==> src/sv/mailbox_semaphore_mutex_pool_assert.svh <==
// Assertion macros shared by the mailbox, semaphore and mutex pool.
`ifndef MAILBOX_SEMAPHORE_MUTEX_POOL_ASSERT_SVH
`define MAILBOX_SEMAPHORE_MUTEX_POOL_ASSERT_SVH

`ifndef NO_ASSERTIONS
`define MSMP_ASSERT_NOW(label, ante, cons) \
    label: assert property (@(posedge clk) disable iff (!rst_n) (ante) |-> (cons)) \
        else $error("msmp assertion failed");
`define MSMP_ASSERT_NEXT(label, ante, cons) \
    label: assert property (@(posedge clk) disable iff (!rst_n) (ante) |=> (cons)) \
        else $error("msmp assertion failed");
`else
`define MSMP_ASSERT_NOW(label, ante, cons)
`define MSMP_ASSERT_NEXT(label, ante, cons)
`endif

`endif

==> src/sv/msmp_pkg.sv <==
// Types, codes and helper functions of the mailbox, semaphore and mutex pool.
`default_nettype none

package msmp_pkg;

    localparam logic [2:0] OP_PUT       = 3'd0;
    localparam logic [2:0] OP_GET       = 3'd1;
    localparam logic [2:0] OP_SEM_INIT  = 3'd2;
    localparam logic [2:0] OP_SEM_P     = 3'd3;
    localparam logic [2:0] OP_SEM_V     = 3'd4;
    localparam logic [2:0] OP_MTX_WAIT  = 3'd5;
    localparam logic [2:0] OP_MTX_REL   = 3'd6;

    localparam logic [1:0] ST_OK    = 2'd0;
    localparam logic [1:0] ST_RANGE = 2'd1;
    localparam logic [1:0] ST_BUSY  = 2'd2;

    localparam int DATA_W = 32;
    localparam int FLAG_W = 16;

    typedef struct packed {
        logic capture;
        logic execute;
    } msmp_cmd_t;

    function automatic logic [FLAG_W-1:0] clamp_count(input logic [DATA_W-1:0] raw);
        logic [FLAG_W-1:0] res;
        if (raw[DATA_W-1])
        begin
            res = '0;
        end
        else if (|raw[DATA_W-2:FLAG_W])
        begin
            res = '1;
        end
        else
        begin
            res = raw[FLAG_W-1:0];
        end
        return res;
    endfunction

endpackage

`default_nettype wire

==> src/sv/msmp_if.sv <==
// Request and response channel interfaces of the mailbox, semaphore and mutex pool.
`default_nettype none

interface msmp_req_if;
    logic               valid;
    logic               ready;
    logic [2:0]         opcode;
    logic [7:0]         slot;
    logic signed [31:0] value;
    logic [31:0]        requester_id;

    modport source (output valid, output opcode, output slot, output value,
                    output requester_id, input ready);
    modport sink (input valid, input opcode, input slot, input value,
                  input requester_id, output ready);
endinterface

interface msmp_rsp_if;
    logic               valid;
    logic               ready;
    logic [1:0]         status;
    logic signed [31:0] read_data;

    modport source (output valid, output status, output read_data, input ready);
    modport sink (input valid, input status, input read_data, output ready);
endinterface

`default_nettype wire

==> src/sv/msmp_ctrl.sv <==
// Controller state machine that sequences entry read, update and result handoff.
`default_nettype none

module msmp_ctrl (
    input  wire logic            clk,
    input  wire logic            rst_n,
    input  wire logic            in_valid,
    output logic                 in_ready,
    output logic                 out_valid,
    input  wire logic            out_ready,
    output msmp_pkg::msmp_cmd_t  cmd
);

    localparam logic S_IDLE = 1'b0;
    localparam logic S_EXEC = 1'b1;

    logic state_reg;
    logic state_next;
    logic out_valid_reg;
    logic out_valid_next;

    always_comb
    begin
        in_ready    = (state_reg == S_IDLE);
        cmd.capture = in_valid && (state_reg == S_IDLE);
        cmd.execute = (state_reg == S_EXEC) && (!out_valid_reg || out_ready);

        state_next = state_reg;
        case (state_reg)
            S_IDLE:
            begin
                if (cmd.capture)
                begin
                    state_next = S_EXEC;
                end
            end
            S_EXEC:
            begin
                if (cmd.execute)
                begin
                    state_next = S_IDLE;
                end
            end
            default:
            begin
                state_next = S_IDLE;
            end
        endcase

        if (cmd.execute)
        begin
            out_valid_next = 1'b1;
        end
        else if (out_ready)
        begin
            out_valid_next = 1'b0;
        end
        else
        begin
            out_valid_next = out_valid_reg;
        end
    end

    always_ff @(posedge clk or negedge rst_n)
    begin
        if (!rst_n)
        begin
            state_reg     <= S_IDLE;
            out_valid_reg <= 1'b0;
        end
        else
        begin
            state_reg     <= state_next;
            out_valid_reg <= out_valid_next;
        end
    end

    assign out_valid = out_valid_reg;

endmodule

`default_nettype wire

==> src/sv/msmp_dp.sv <==
// Datapath with the entry pool memory, range checks, operation logic and result register.
`default_nettype none

module msmp_dp #(
    parameter int POOL_DEPTH  = 32,
    parameter int SEM_FIRST   = 16,
    parameter int SEM_LAST    = 23,
    parameter int MUTEX_FIRST = 24,
    parameter int MUTEX_LAST  = 31
) (
    input  wire logic                clk,
    input  wire logic                rst_n,
    input  wire msmp_pkg::msmp_cmd_t cmd,
    input  wire logic [2:0]          opcode,
    input  wire logic [7:0]          slot,
    input  wire logic signed [31:0]  value,
    input  wire logic [31:0]         requester_id,
    output logic [1:0]               status,
    output logic signed [31:0]       read_data
);

    localparam int IDX_W  = (POOL_DEPTH > 1) ? $clog2(POOL_DEPTH) : 1;
    localparam int DATA_W = msmp_pkg::DATA_W;
    localparam int FLAG_W = msmp_pkg::FLAG_W;
    localparam int WORD_W = DATA_W + FLAG_W;

    logic [WORD_W-1:0]     mem [POOL_DEPTH];
    logic [POOL_DEPTH-1:0] valid_reg;

    logic [8:0]        slot_ext;
    logic [8:0]        sem_sum;
    logic [8:0]        mtx_sum;
    logic [8:0]        addr;
    logic              addr_ok;
    logic [IDX_W-1:0]  in_idx;

    logic [2:0]        op_reg;
    logic [DATA_W-1:0] val_reg;
    logic [DATA_W-1:0] who_reg;
    logic [IDX_W-1:0]  idx_reg;
    logic              ok_reg;
    logic [WORD_W-1:0] rd_word_reg;
    logic              rd_valid_reg;

    logic [DATA_W-1:0] cur_data;
    logic [FLAG_W-1:0] cur_flag;
    logic              wr_en;
    logic [DATA_W-1:0] wr_data;
    logic [FLAG_W-1:0] wr_flag;
    logic [1:0]        st;
    logic [DATA_W-1:0] rd;

    logic [1:0]        status_reg;
    logic [DATA_W-1:0] read_data_reg;

    always_comb
    begin
        slot_ext = {1'b0, slot};
        sem_sum  = slot_ext + 9'(SEM_FIRST);
        mtx_sum  = slot_ext + 9'(MUTEX_FIRST);
        addr     = slot_ext;
        addr_ok  = 1'b0;
        if (opcode inside {msmp_pkg::OP_PUT, msmp_pkg::OP_GET})
        begin
            addr    = slot_ext;
            addr_ok = slot_ext < 9'(POOL_DEPTH);
        end
        else if (opcode inside {msmp_pkg::OP_SEM_INIT, msmp_pkg::OP_SEM_P,
                                msmp_pkg::OP_SEM_V})
        begin
            addr    = sem_sum;
            addr_ok = (sem_sum <= 9'(SEM_LAST)) && (sem_sum < 9'(POOL_DEPTH));
        end
        else if (opcode inside {msmp_pkg::OP_MTX_WAIT, msmp_pkg::OP_MTX_REL})
        begin
            addr    = mtx_sum;
            addr_ok = (mtx_sum <= 9'(MUTEX_LAST)) && (mtx_sum < 9'(POOL_DEPTH));
        end
        in_idx = addr[IDX_W-1:0];
    end

    always_ff @(posedge clk)
    begin
        if (cmd.capture)
        begin
            op_reg       <= opcode;
            val_reg      <= value;
            who_reg      <= requester_id;
            idx_reg      <= in_idx;
            ok_reg       <= addr_ok;
            rd_word_reg  <= mem[in_idx];
            rd_valid_reg <= valid_reg[in_idx];
        end
        if (cmd.execute && wr_en)
        begin
            mem[idx_reg] <= {wr_data, wr_flag};
        end
        if (cmd.execute)
        begin
            status_reg    <= st;
            read_data_reg <= rd;
        end
    end

    always_ff @(posedge clk or negedge rst_n)
    begin
        if (!rst_n)
        begin
            valid_reg <= '0;
        end
        else if (cmd.execute && wr_en)
        begin
            valid_reg[idx_reg] <= 1'b1;
        end
    end

    always_comb
    begin
        cur_data = rd_valid_reg ? rd_word_reg[WORD_W-1:FLAG_W] : '0;
        cur_flag = rd_valid_reg ? rd_word_reg[FLAG_W-1:0] : '0;
        wr_en    = 1'b0;
        wr_data  = cur_data;
        wr_flag  = cur_flag;
        st       = msmp_pkg::ST_RANGE;
        rd       = '0;
        if (ok_reg)
        begin
            case (op_reg)
                msmp_pkg::OP_PUT:
                begin
                    wr_en   = 1'b1;
                    wr_data = val_reg;
                    wr_flag = FLAG_W'(1);
                    st      = msmp_pkg::ST_OK;
                end
                msmp_pkg::OP_GET:
                begin
                    if (cur_flag == '0)
                    begin
                        st = msmp_pkg::ST_BUSY;
                    end
                    else
                    begin
                        wr_en   = 1'b1;
                        wr_data = '0;
                        wr_flag = '0;
                        rd      = cur_data;
                        st      = msmp_pkg::ST_OK;
                    end
                end
                msmp_pkg::OP_SEM_INIT:
                begin
                    wr_en   = 1'b1;
                    wr_flag = msmp_pkg::clamp_count(val_reg);
                    st      = msmp_pkg::ST_OK;
                end
                msmp_pkg::OP_SEM_P:
                begin
                    if (cur_flag == '0)
                    begin
                        st = msmp_pkg::ST_BUSY;
                    end
                    else
                    begin
                        wr_en   = 1'b1;
                        wr_flag = cur_flag - FLAG_W'(1);
                        st      = msmp_pkg::ST_OK;
                    end
                end
                msmp_pkg::OP_SEM_V:
                begin
                    wr_en = 1'b1;
                    if (cur_flag != '1)
                    begin
                        wr_flag = cur_flag + FLAG_W'(1);
                    end
                    st = msmp_pkg::ST_OK;
                end
                msmp_pkg::OP_MTX_WAIT:
                begin
                    if (cur_flag == '0)
                    begin
                        wr_en   = 1'b1;
                        wr_flag = FLAG_W'(1);
                        wr_data = who_reg;
                        st      = msmp_pkg::ST_OK;
                    end
                    else
                    begin
                        st = msmp_pkg::ST_BUSY;
                    end
                end
                msmp_pkg::OP_MTX_REL:
                begin
                    if (cur_data != who_reg)
                    begin
                        st = msmp_pkg::ST_BUSY;
                    end
                    else
                    begin
                        wr_en   = 1'b1;
                        wr_flag = '0;
                        wr_data = '0;
                        st      = msmp_pkg::ST_OK;
                    end
                end
                default:
                begin
                    st = msmp_pkg::ST_RANGE;
                end
            endcase
        end
    end

    assign status    = status_reg;
    assign read_data = read_data_reg;

endmodule

`default_nettype wire

==> src/sv/mailbox_semaphore_mutex_pool.sv <==
// For each request transaction the addressed entry is first read from the pool memory into a
// register; then the entry is updated and the result is loaded into the response register.
// The response register lets the next request be accepted while a result is still waiting;
// the update step holds only while that register is full and not being taken. Entries are
// zero after reset through one valid flag per entry, so there is no clearing pass and
// requests are accepted right after reset.
`default_nettype none

`include "mailbox_semaphore_mutex_pool_assert.svh"

module mailbox_semaphore_mutex_pool #(
    parameter int POOL_DEPTH  = 32,
    parameter int SEM_FIRST   = 16,
    parameter int SEM_LAST    = 23,
    parameter int MUTEX_FIRST = 24,
    parameter int MUTEX_LAST  = 31
) (
    input  wire logic   clk,
    input  wire logic   rst_n,
    msmp_req_if.sink    req,
    msmp_rsp_if.source  rsp
);

    msmp_pkg::msmp_cmd_t cmd;

    msmp_ctrl u_ctrl (
        .clk       (clk),
        .rst_n     (rst_n),
        .in_valid  (req.valid),
        .in_ready  (req.ready),
        .out_valid (rsp.valid),
        .out_ready (rsp.ready),
        .cmd       (cmd)
    );

    msmp_dp #(
        .POOL_DEPTH  (POOL_DEPTH),
        .SEM_FIRST   (SEM_FIRST),
        .SEM_LAST    (SEM_LAST),
        .MUTEX_FIRST (MUTEX_FIRST),
        .MUTEX_LAST  (MUTEX_LAST)
    ) u_dp (
        .clk          (clk),
        .rst_n        (rst_n),
        .cmd          (cmd),
        .opcode       (req.opcode),
        .slot         (req.slot),
        .value        (req.value),
        .requester_id (req.requester_id),
        .status       (rsp.status),
        .read_data    (rsp.read_data)
    );

    `MSMP_ASSERT_NEXT(a_one_in_flight, req.valid && req.ready, !req.ready)
    `MSMP_ASSERT_NOW(a_exec_room, cmd.execute, !rsp.valid || rsp.ready)
    `MSMP_ASSERT_NEXT(a_exec_result, cmd.execute, rsp.valid)
    `MSMP_ASSERT_NOW(a_data_only_ok, rsp.valid && (rsp.read_data != 0), rsp.status == msmp_pkg::ST_OK)

endmodule

`default_nettype wire

==> src/flat_wrapper.sv <==
// flat-port wrapper written by rule: the top's interface ports become plain ports
module mailbox_semaphore_mutex_pool_flat 
#(
    parameter int POOL_DEPTH  = 32,
    parameter int SEM_FIRST   = 16,
    parameter int SEM_LAST    = 23,
    parameter int MUTEX_FIRST = 24,
    parameter int MUTEX_LAST  = 31
)
  (clk, rst_n, req_valid, req_opcode, req_slot, req_value, req_requester_id, req_ready, rsp_valid, rsp_status, rsp_read_data, rsp_ready);
  msmp_req_if req_i ();
  msmp_rsp_if rsp_i ();
  input  wire logic clk;
  input  wire logic rst_n;
  input wire logic [$bits(req_i.valid)-1:0] req_valid;
  input wire logic [$bits(req_i.opcode)-1:0] req_opcode;
  input wire logic [$bits(req_i.slot)-1:0] req_slot;
  input wire logic [$bits(req_i.value)-1:0] req_value;
  input wire logic [$bits(req_i.requester_id)-1:0] req_requester_id;
  output wire logic [$bits(req_i.ready)-1:0] req_ready;
  output wire logic [$bits(rsp_i.valid)-1:0] rsp_valid;
  output wire logic [$bits(rsp_i.status)-1:0] rsp_status;
  output wire logic [$bits(rsp_i.read_data)-1:0] rsp_read_data;
  input wire logic [$bits(rsp_i.ready)-1:0] rsp_ready;
  assign req_i.valid = req_valid;
  assign req_i.opcode = req_opcode;
  assign req_i.slot = req_slot;
  assign req_i.value = req_value;
  assign req_i.requester_id = req_requester_id;
  assign req_ready = req_i.ready;
  assign rsp_valid = rsp_i.valid;
  assign rsp_status = rsp_i.status;
  assign rsp_read_data = rsp_i.read_data;
  assign rsp_i.ready = rsp_ready;
  mailbox_semaphore_mutex_pool #(.POOL_DEPTH(POOL_DEPTH), .SEM_FIRST(SEM_FIRST), .SEM_LAST(SEM_LAST), .MUTEX_FIRST(MUTEX_FIRST), .MUTEX_LAST(MUTEX_LAST)) u_core (.clk(clk), .rst_n(rst_n), .req(req_i), .rsp(rsp_i));
endmodule
==> config.mk <==
export PLATFORM = sky130hd
export DESIGN_NAME = mailbox_semaphore_mutex_pool_flat
export DESIGN_NICKNAME = d
export VERILOG_FILES = /design/src/sv/msmp_pkg.sv /design/src/sv/msmp_if.sv /design/src/sv/msmp_ctrl.sv /design/src/sv/msmp_dp.sv /design/src/sv/mailbox_semaphore_mutex_pool.sv /design/src/flat_wrapper.sv
export VERILOG_INCLUDE_DIRS = /design/src /design/src/sv
export SDC_FILE = /design/constraint.sdc
export NUM_CORES = 2
export LEC_CHECK = 0
export BUFFER_PORTS_ARGS = -buffer_cell sky130_fd_sc_hd__buf_2
export CAP_MARGIN = 25
export CORE_AREA = 3 3 521 265
export CTS_BUF_LIST = sky130_fd_sc_hd__clkbuf_16
export DETAILED_ROUTE_END_ITERATION = 8
export DIE_AREA = 0 0 524 268
export GPL_TIMING_DRIVEN = 0
export PLACE_DENSITY = 0.66
export SYNTH_ARGS = -nofsm -noshare
export SYNTH_HDL_FRONTEND = slang
export SYNTH_SLANG_ARGS = --single-unit
==> constraint.sdc <==
create_clock -name clk -period 8.2 [get_ports clk]
set_clock_uncertainty 0.05 [all_clocks]
set_input_delay 1.64 -clock clk [delete_from_list [all_inputs] [get_ports clk]]
set_output_delay 1.64 -clock clk [all_outputs]
set_load 0.1 [all_outputs]
# Word-level counts from Yosys, hierarchy flattened
# Memories as Yosys holds them, arrays and structs flattened. A register that Yosys moved wholly into a read port is not among the register bits.
# Cells that the tools add are included.
# word_totals
register_bits	142
latch_bits	0
mem_bits_rw	1536
rom_bits	0
input_bits	79
out_inout_bits	36
mem_count	1
# classes
add_sub_neg	4
mul	0
div	0
n_lt_le_gt_ge	8
n_eq_ne	14
shifts	0
muxes	42
bitwise_logic	4
reduce_logical	19
# mem_list
memory	words	word_bits	rd	rd_clocked_by_memory_dff	write_ports	line	source
u_core.u_dp.mem	32	48	1	1	1	msmp_dp.sv:27	logic [WORD_W-1:0] mem [POOL_DEPTH];
# ops
op	count
$mux 32	5
$mux 16	9
$pmux 32 s4	1
$pmux 16 s7	1
$ne 32x32->1	1
$or 32x32->32	1
$add 8x5->9 const B	2
$eq 3x3->1 const B	6
$le 9x5->1 const B	2
$lt 9x6->1 const B	2
$add 16x1->16 const B	1
$logic_not 16->1	1
$ne 16x16->1 const B	1
$sub 16x1->16 const B	1
$mux 1	15
$mux 5	3
$reduce_or 15->1	1
$eq 3x2->1 const B	4
$lt 5x6->1 const B	2
$lt 8x6->1 const B	1
$pmux 2 s4	1
$eq 3x1->1 const B	2
$logic_and 1x1->1	6
$logic_not 3->1	2
other kinds (13)	20

# Depth between registers and ports, before layout
# depth
depth_word	8
ltp_mapped	16

# Hierarchy
# From an unflattened synthesis, not the netlist that was laid out.
# hier_totals
hier_cells	3077
hier_area_um2	67923.9
# modules_own_cells
module	instances	cells_per_inst	area_each_um2	seq_area_each_um2
msmp_dp	1	3068	67822.5	51609.5
msmp_ctrl	1	9	101.3	50.0

# Worst setup path after synthesis
# OpenSTA, ideal clock, no wires.
# synth_path
path_type	input to register
start	input req_valid
end	register u_core.u_dp.idx_reg[0], enable pin
setup_time_ns	0.619
arrival_ns	6.932
slack_ns	0.599
path_stages	1
n_path_buf	0
cell_sequence	nor2b_1
# synth_via
elab_chain_cells	1
# synth_rtl
item	line	source
from (decl)	flat_wrapper.sv:15	input wire logic [$bits(req_i.valid)-1:0] req_valid;
$logic_and 1x1->1	msmp_ctrl.sv:25	cmd.capture = in_valid && (state_reg == S_IDLE);
to (signal assigned)	msmp_dp.sv:89	idx_reg <= in_idx;
to (decl)	msmp_dp.sv:40	logic [IDX_W-1:0] idx_reg;
# Every way passes these cells.
# A chain may end at the register's enable or synchronous reset.

# Worst setup path after layout
# layout_path
start	register u_core.u_dp.rd_valid_reg
end	memory u_core.u_dp.mem[21][20] in the netlist's numbering, enable pin
# layout_via
elab_chain_cells	8
# layout_rtl
item	line	source
from (decl)	msmp_dp.sv:43	logic rd_valid_reg;
from (signal assigned)	msmp_dp.sv:92	rd_valid_reg <= valid_reg[in_idx];
$mux 32 / $mux 16 (equally long branches)	msmp_dp.sv:119, msmp_dp.sv:120	
$ne 32x32->1 / $logic_not 16->1 (equally long branches)	n/a	
$mux 1, on equally long branches	n/a	
$pmux 1 s4 *	msmp_dp.sv:128	case (op_reg)
$mux 1 *	msmp_dp.sv:126	if (ok_reg)
$logic_and 1x1->1 *	msmp_dp.sv:94	if (cmd.execute && wr_en)
$mux 1 *	msmp_dp.sv:94	
$mux 1 (not written as such) *	msmp_dp.sv:96	mem[idx_reg] <= {wr_data, wr_flag};
to (decl)	msmp_dp.sv:27	
# Every way passes the cells marked *; elsewhere a longest branch is shown, timed or not.

==> results.toml <==
[routing]
routed_via_density = 6.54
route.detailed.drc = 0
dr.pass1.iters = 6
first_iter_violations = 5653
post_drt_wl_per_cell_microns = 34.1
vias = 36400
wirelength_microns = 190000
ant_nets = 0

[worst_setup_path]
cp.arrival_ps = 7200
critPathRequiredTime_ps = 8640
r2r_setup_slack_ps = 1440
r2r_cells = 19
critPathKind = "flip-flop to flip-flop"
start_kind = "flip-flop"
cp_max_fo = 10
critPathCaptureType = "flip-flop"

[layout]
nFillCells = 9152
largest_reg_flops = 1536
multi_input_area_sq_mm = 0.0160
final_common_cell = "edfxtp_1"
seq_area_sq_mm = 0.0517
areaGrowthSynthToFinish_pct = 18.8
final_cell_area_sq_mm = 0.0807
final_cell_mix = "edfxtp_1, mux4_2, buf_6"
final_cells = 5568
fin_nets = 3734
drive_above_1_share_pct = 35.8

[placed_design]
gp_congestion = 0.896
pre_cts_ws_ps = 1410
io_buffers = 114
dp_hpwl_microns = 136000
placed_area_sq_mm = 0.0755
place_inst = 5273

[sta]
period_minus_slack_ps = 6760
clock.fmax_mhz = 148
fin_ws_ps = 1440
finalSetupViolations = 0
hold_viol = 0
whs_ps = 414
finalCritPeriodShare_pct = 82.5
finalMaxSlewViolations = 0
worstMarginPinSlew_ps = 1160
relSlewSlack_pct = 22.2
rsz0062_at_grt = "no"

[floorplanning]
die_area_sq_mm = 0.140
num_io_pins = 115
core_sq_mm = 0.134
rows = 95
die_h_microns = 268
start_util_pct = 50.8
die_w_microns = 524

[clocking]
cts_made_buffers = 151
cts_tree = "built"
cts_resized = 0
root_buffer = "clkbuf_16"
cts_hold_buf = 0
clk_pin_slew_ps = 70
cts.sinks = 1726
cts_setup_buffers = 0
cts_buffer_depth = 3
htreeDepth = 4
clock_latency_ps = 800

[power]
p_switching_w = 0.00560
cellPowerDensity_mw_per_mm2 = 263
irDropWorstVdd_mv = 0.160
switching_share_pct = 26.4
seqPwrFrac_pct = 51.1
internal-power_w = 0.0156
power.static_leakage_nw = 26.2
combPwrFrac_pct = 14.2
clkPwrFrac_pct = 34.7

[yosys]
netlist_area_sq_mm = 0.0680
synth_edf_count = 1692
yosys_warnings = 0
synthArstFlopShare_pct = 1.97
synth.distinct_cells = 73
synth_ff_type = "edfxtp_1"
netlist_instances = 3056
syn_area_per_cell_sq_um = 22.2
syn_nets = 3145
ys_ff_latch = 1726
yosysSeqAreaShare_pct = 76.0

[global_route]
grt_pass1_wl_microns = 269000
grtUsageTotal_pct = 27.4
antenna_found_initial = 6
grt_max_degree = 35
grt_overflow = 0
grt_pass1_vias = 35800

[outcome]
status = "completed"

[worst_hold_path]
holdPathStages = 1
worstHoldPathType = "flip-flop to flip-flop"

[flow_run]
drv_cap = 0
==> layer usage <==
| metal | wire length, microns | track usage (%) |
|---|---|---|
| met1 | 77300 | 41.7 |
| met2 | 86100 | 40.4 |
| met3 | 21000 | 5.80 |
| met4 | 5560 | 8.25 |
| met5 | 13 | 0 |
==> final cells by class <==
type                            count  share of cell area, %
Sequential cell                  1726                   64.0
Multi-Input combinational cell   1145                   19.8
Timing Repair Buffer              436                   6.17
Clock buffer                      153                   4.74
Tap cell                         1794                   2.78
Clock inverter                    126                   1.55
Buffer                            171                  0.874
Inverter                           14                 0.0713
Antenna cell                        3                0.00930
==> final timing paths <==
kind                                           start                   endpoint
min in group asynchronous                      rst_n  u_core.u_dp.valid_reg[24]
max                         u_core.u_dp.rd_valid_reg    u_core.u_dp.mem[21][20]
max reg2reg                 u_core.u_dp.rd_valid_reg    u_core.u_dp.mem[21][20]
min                        u_core.u_dp.valid_reg[26]  u_core.u_dp.valid_reg[26]
min reg2reg                u_core.u_dp.valid_reg[26]  u_core.u_dp.valid_reg[26]
max in group asynchronous                      rst_n   u_core.u_dp.valid_reg[4]
==> power by group through the flow <==
stage / registers [W] / logic (W) / clock network (W)
6_report: 0.0108 / 0.00302 / 0.00735
5_1_grt: 0.0108 / 0.00317 / 0.00780
4_1_cts: 0.0108 / 0.00298 / 0.00744
3_5_place_dp: 0.0110 / 0.00297 / 0
3_3_place_gp: 0.0111 / 0.00251 / 0
2_1_floorplan: 0.0113 / 0.00137 / 0
==> cell families after synthesis <==
family	after synthesis	synth area share [%]
AO/OA/AOI/OAI	279	2.95
XOR/XNOR	20	0.258
adder cells (fa/ha/maj)	10	0.184
buffers and inverters	185	1.12
flip-flops	1726	76.0
multiplexers	540	17.1
AND/OR/NAND/NOR	296	2.43
==> synthesized netlist by cell type (all sizes together), types with 7 or more instances <==
master | number | area [sq um]
edfxtp | 1692 | 50800
mux4 | 490 | 11000
clkbuf | 106 | 398
buf | 65 | 308
nor3 | 52 | 290
o21ai | 50 | 250
mux2 | 49 | 552
nand2 | 49 | 191
and2 | 42 | 263
a21oi | 41 | 209
nor2 | 40 | 153
a31o | 34 | 298
dfrtp | 34 | 851
o2bb2ai | 34 | 298
a22oi | 33 | 248
nand3 | 33 | 178
o22ai | 16 | 100
xor2 | 16 | 140
a31oi | 14 | 93.8
o21a | 14 | 105
inv | 13 | 48.8
nand4b | 13 | 114
nor4 | 12 | 75.1
ha | 10 | 125
nor2b | 10 | 62.6
o211ai | 9 | 81.3
nand2b | 8 | 50.1
nand4 | 7 | 43.8
or2 | 7 | 43.8
==> per-stage QoR <==
step | utilization [%] | power [W] | TNS, ps
after floorplan | - | 0.0127 | 0
after global placement | 52.9 | 0.0136 | -7581170
after detailed placement | 56.4 | 0.0140 | 0
after CTS | 60.2 | 0.0212 | 0
after global routing | 60.4 | 0.0218 | 0
final | 60.4 | 0.0212 | 0
==> critical path: stages (launching register included) <==
cell and delay (ps):
edfxtp_1 380, clkbuf_1 230, buf_2 420, clkbuf_1 510
clkbuf_1 540, clkbuf_1 550, buf_1 590, nand2_1 230
ha_1 260, buf_2 200, nand3_4 140, o211ai_4 110
nor3_2 190, a31oi_2 160, buf_6 260, nor3_2 780
buf_6 270, buf_6 180, buf_6 190, buf_6 180
Note: power is estimated with default switching activity, not from simulation.
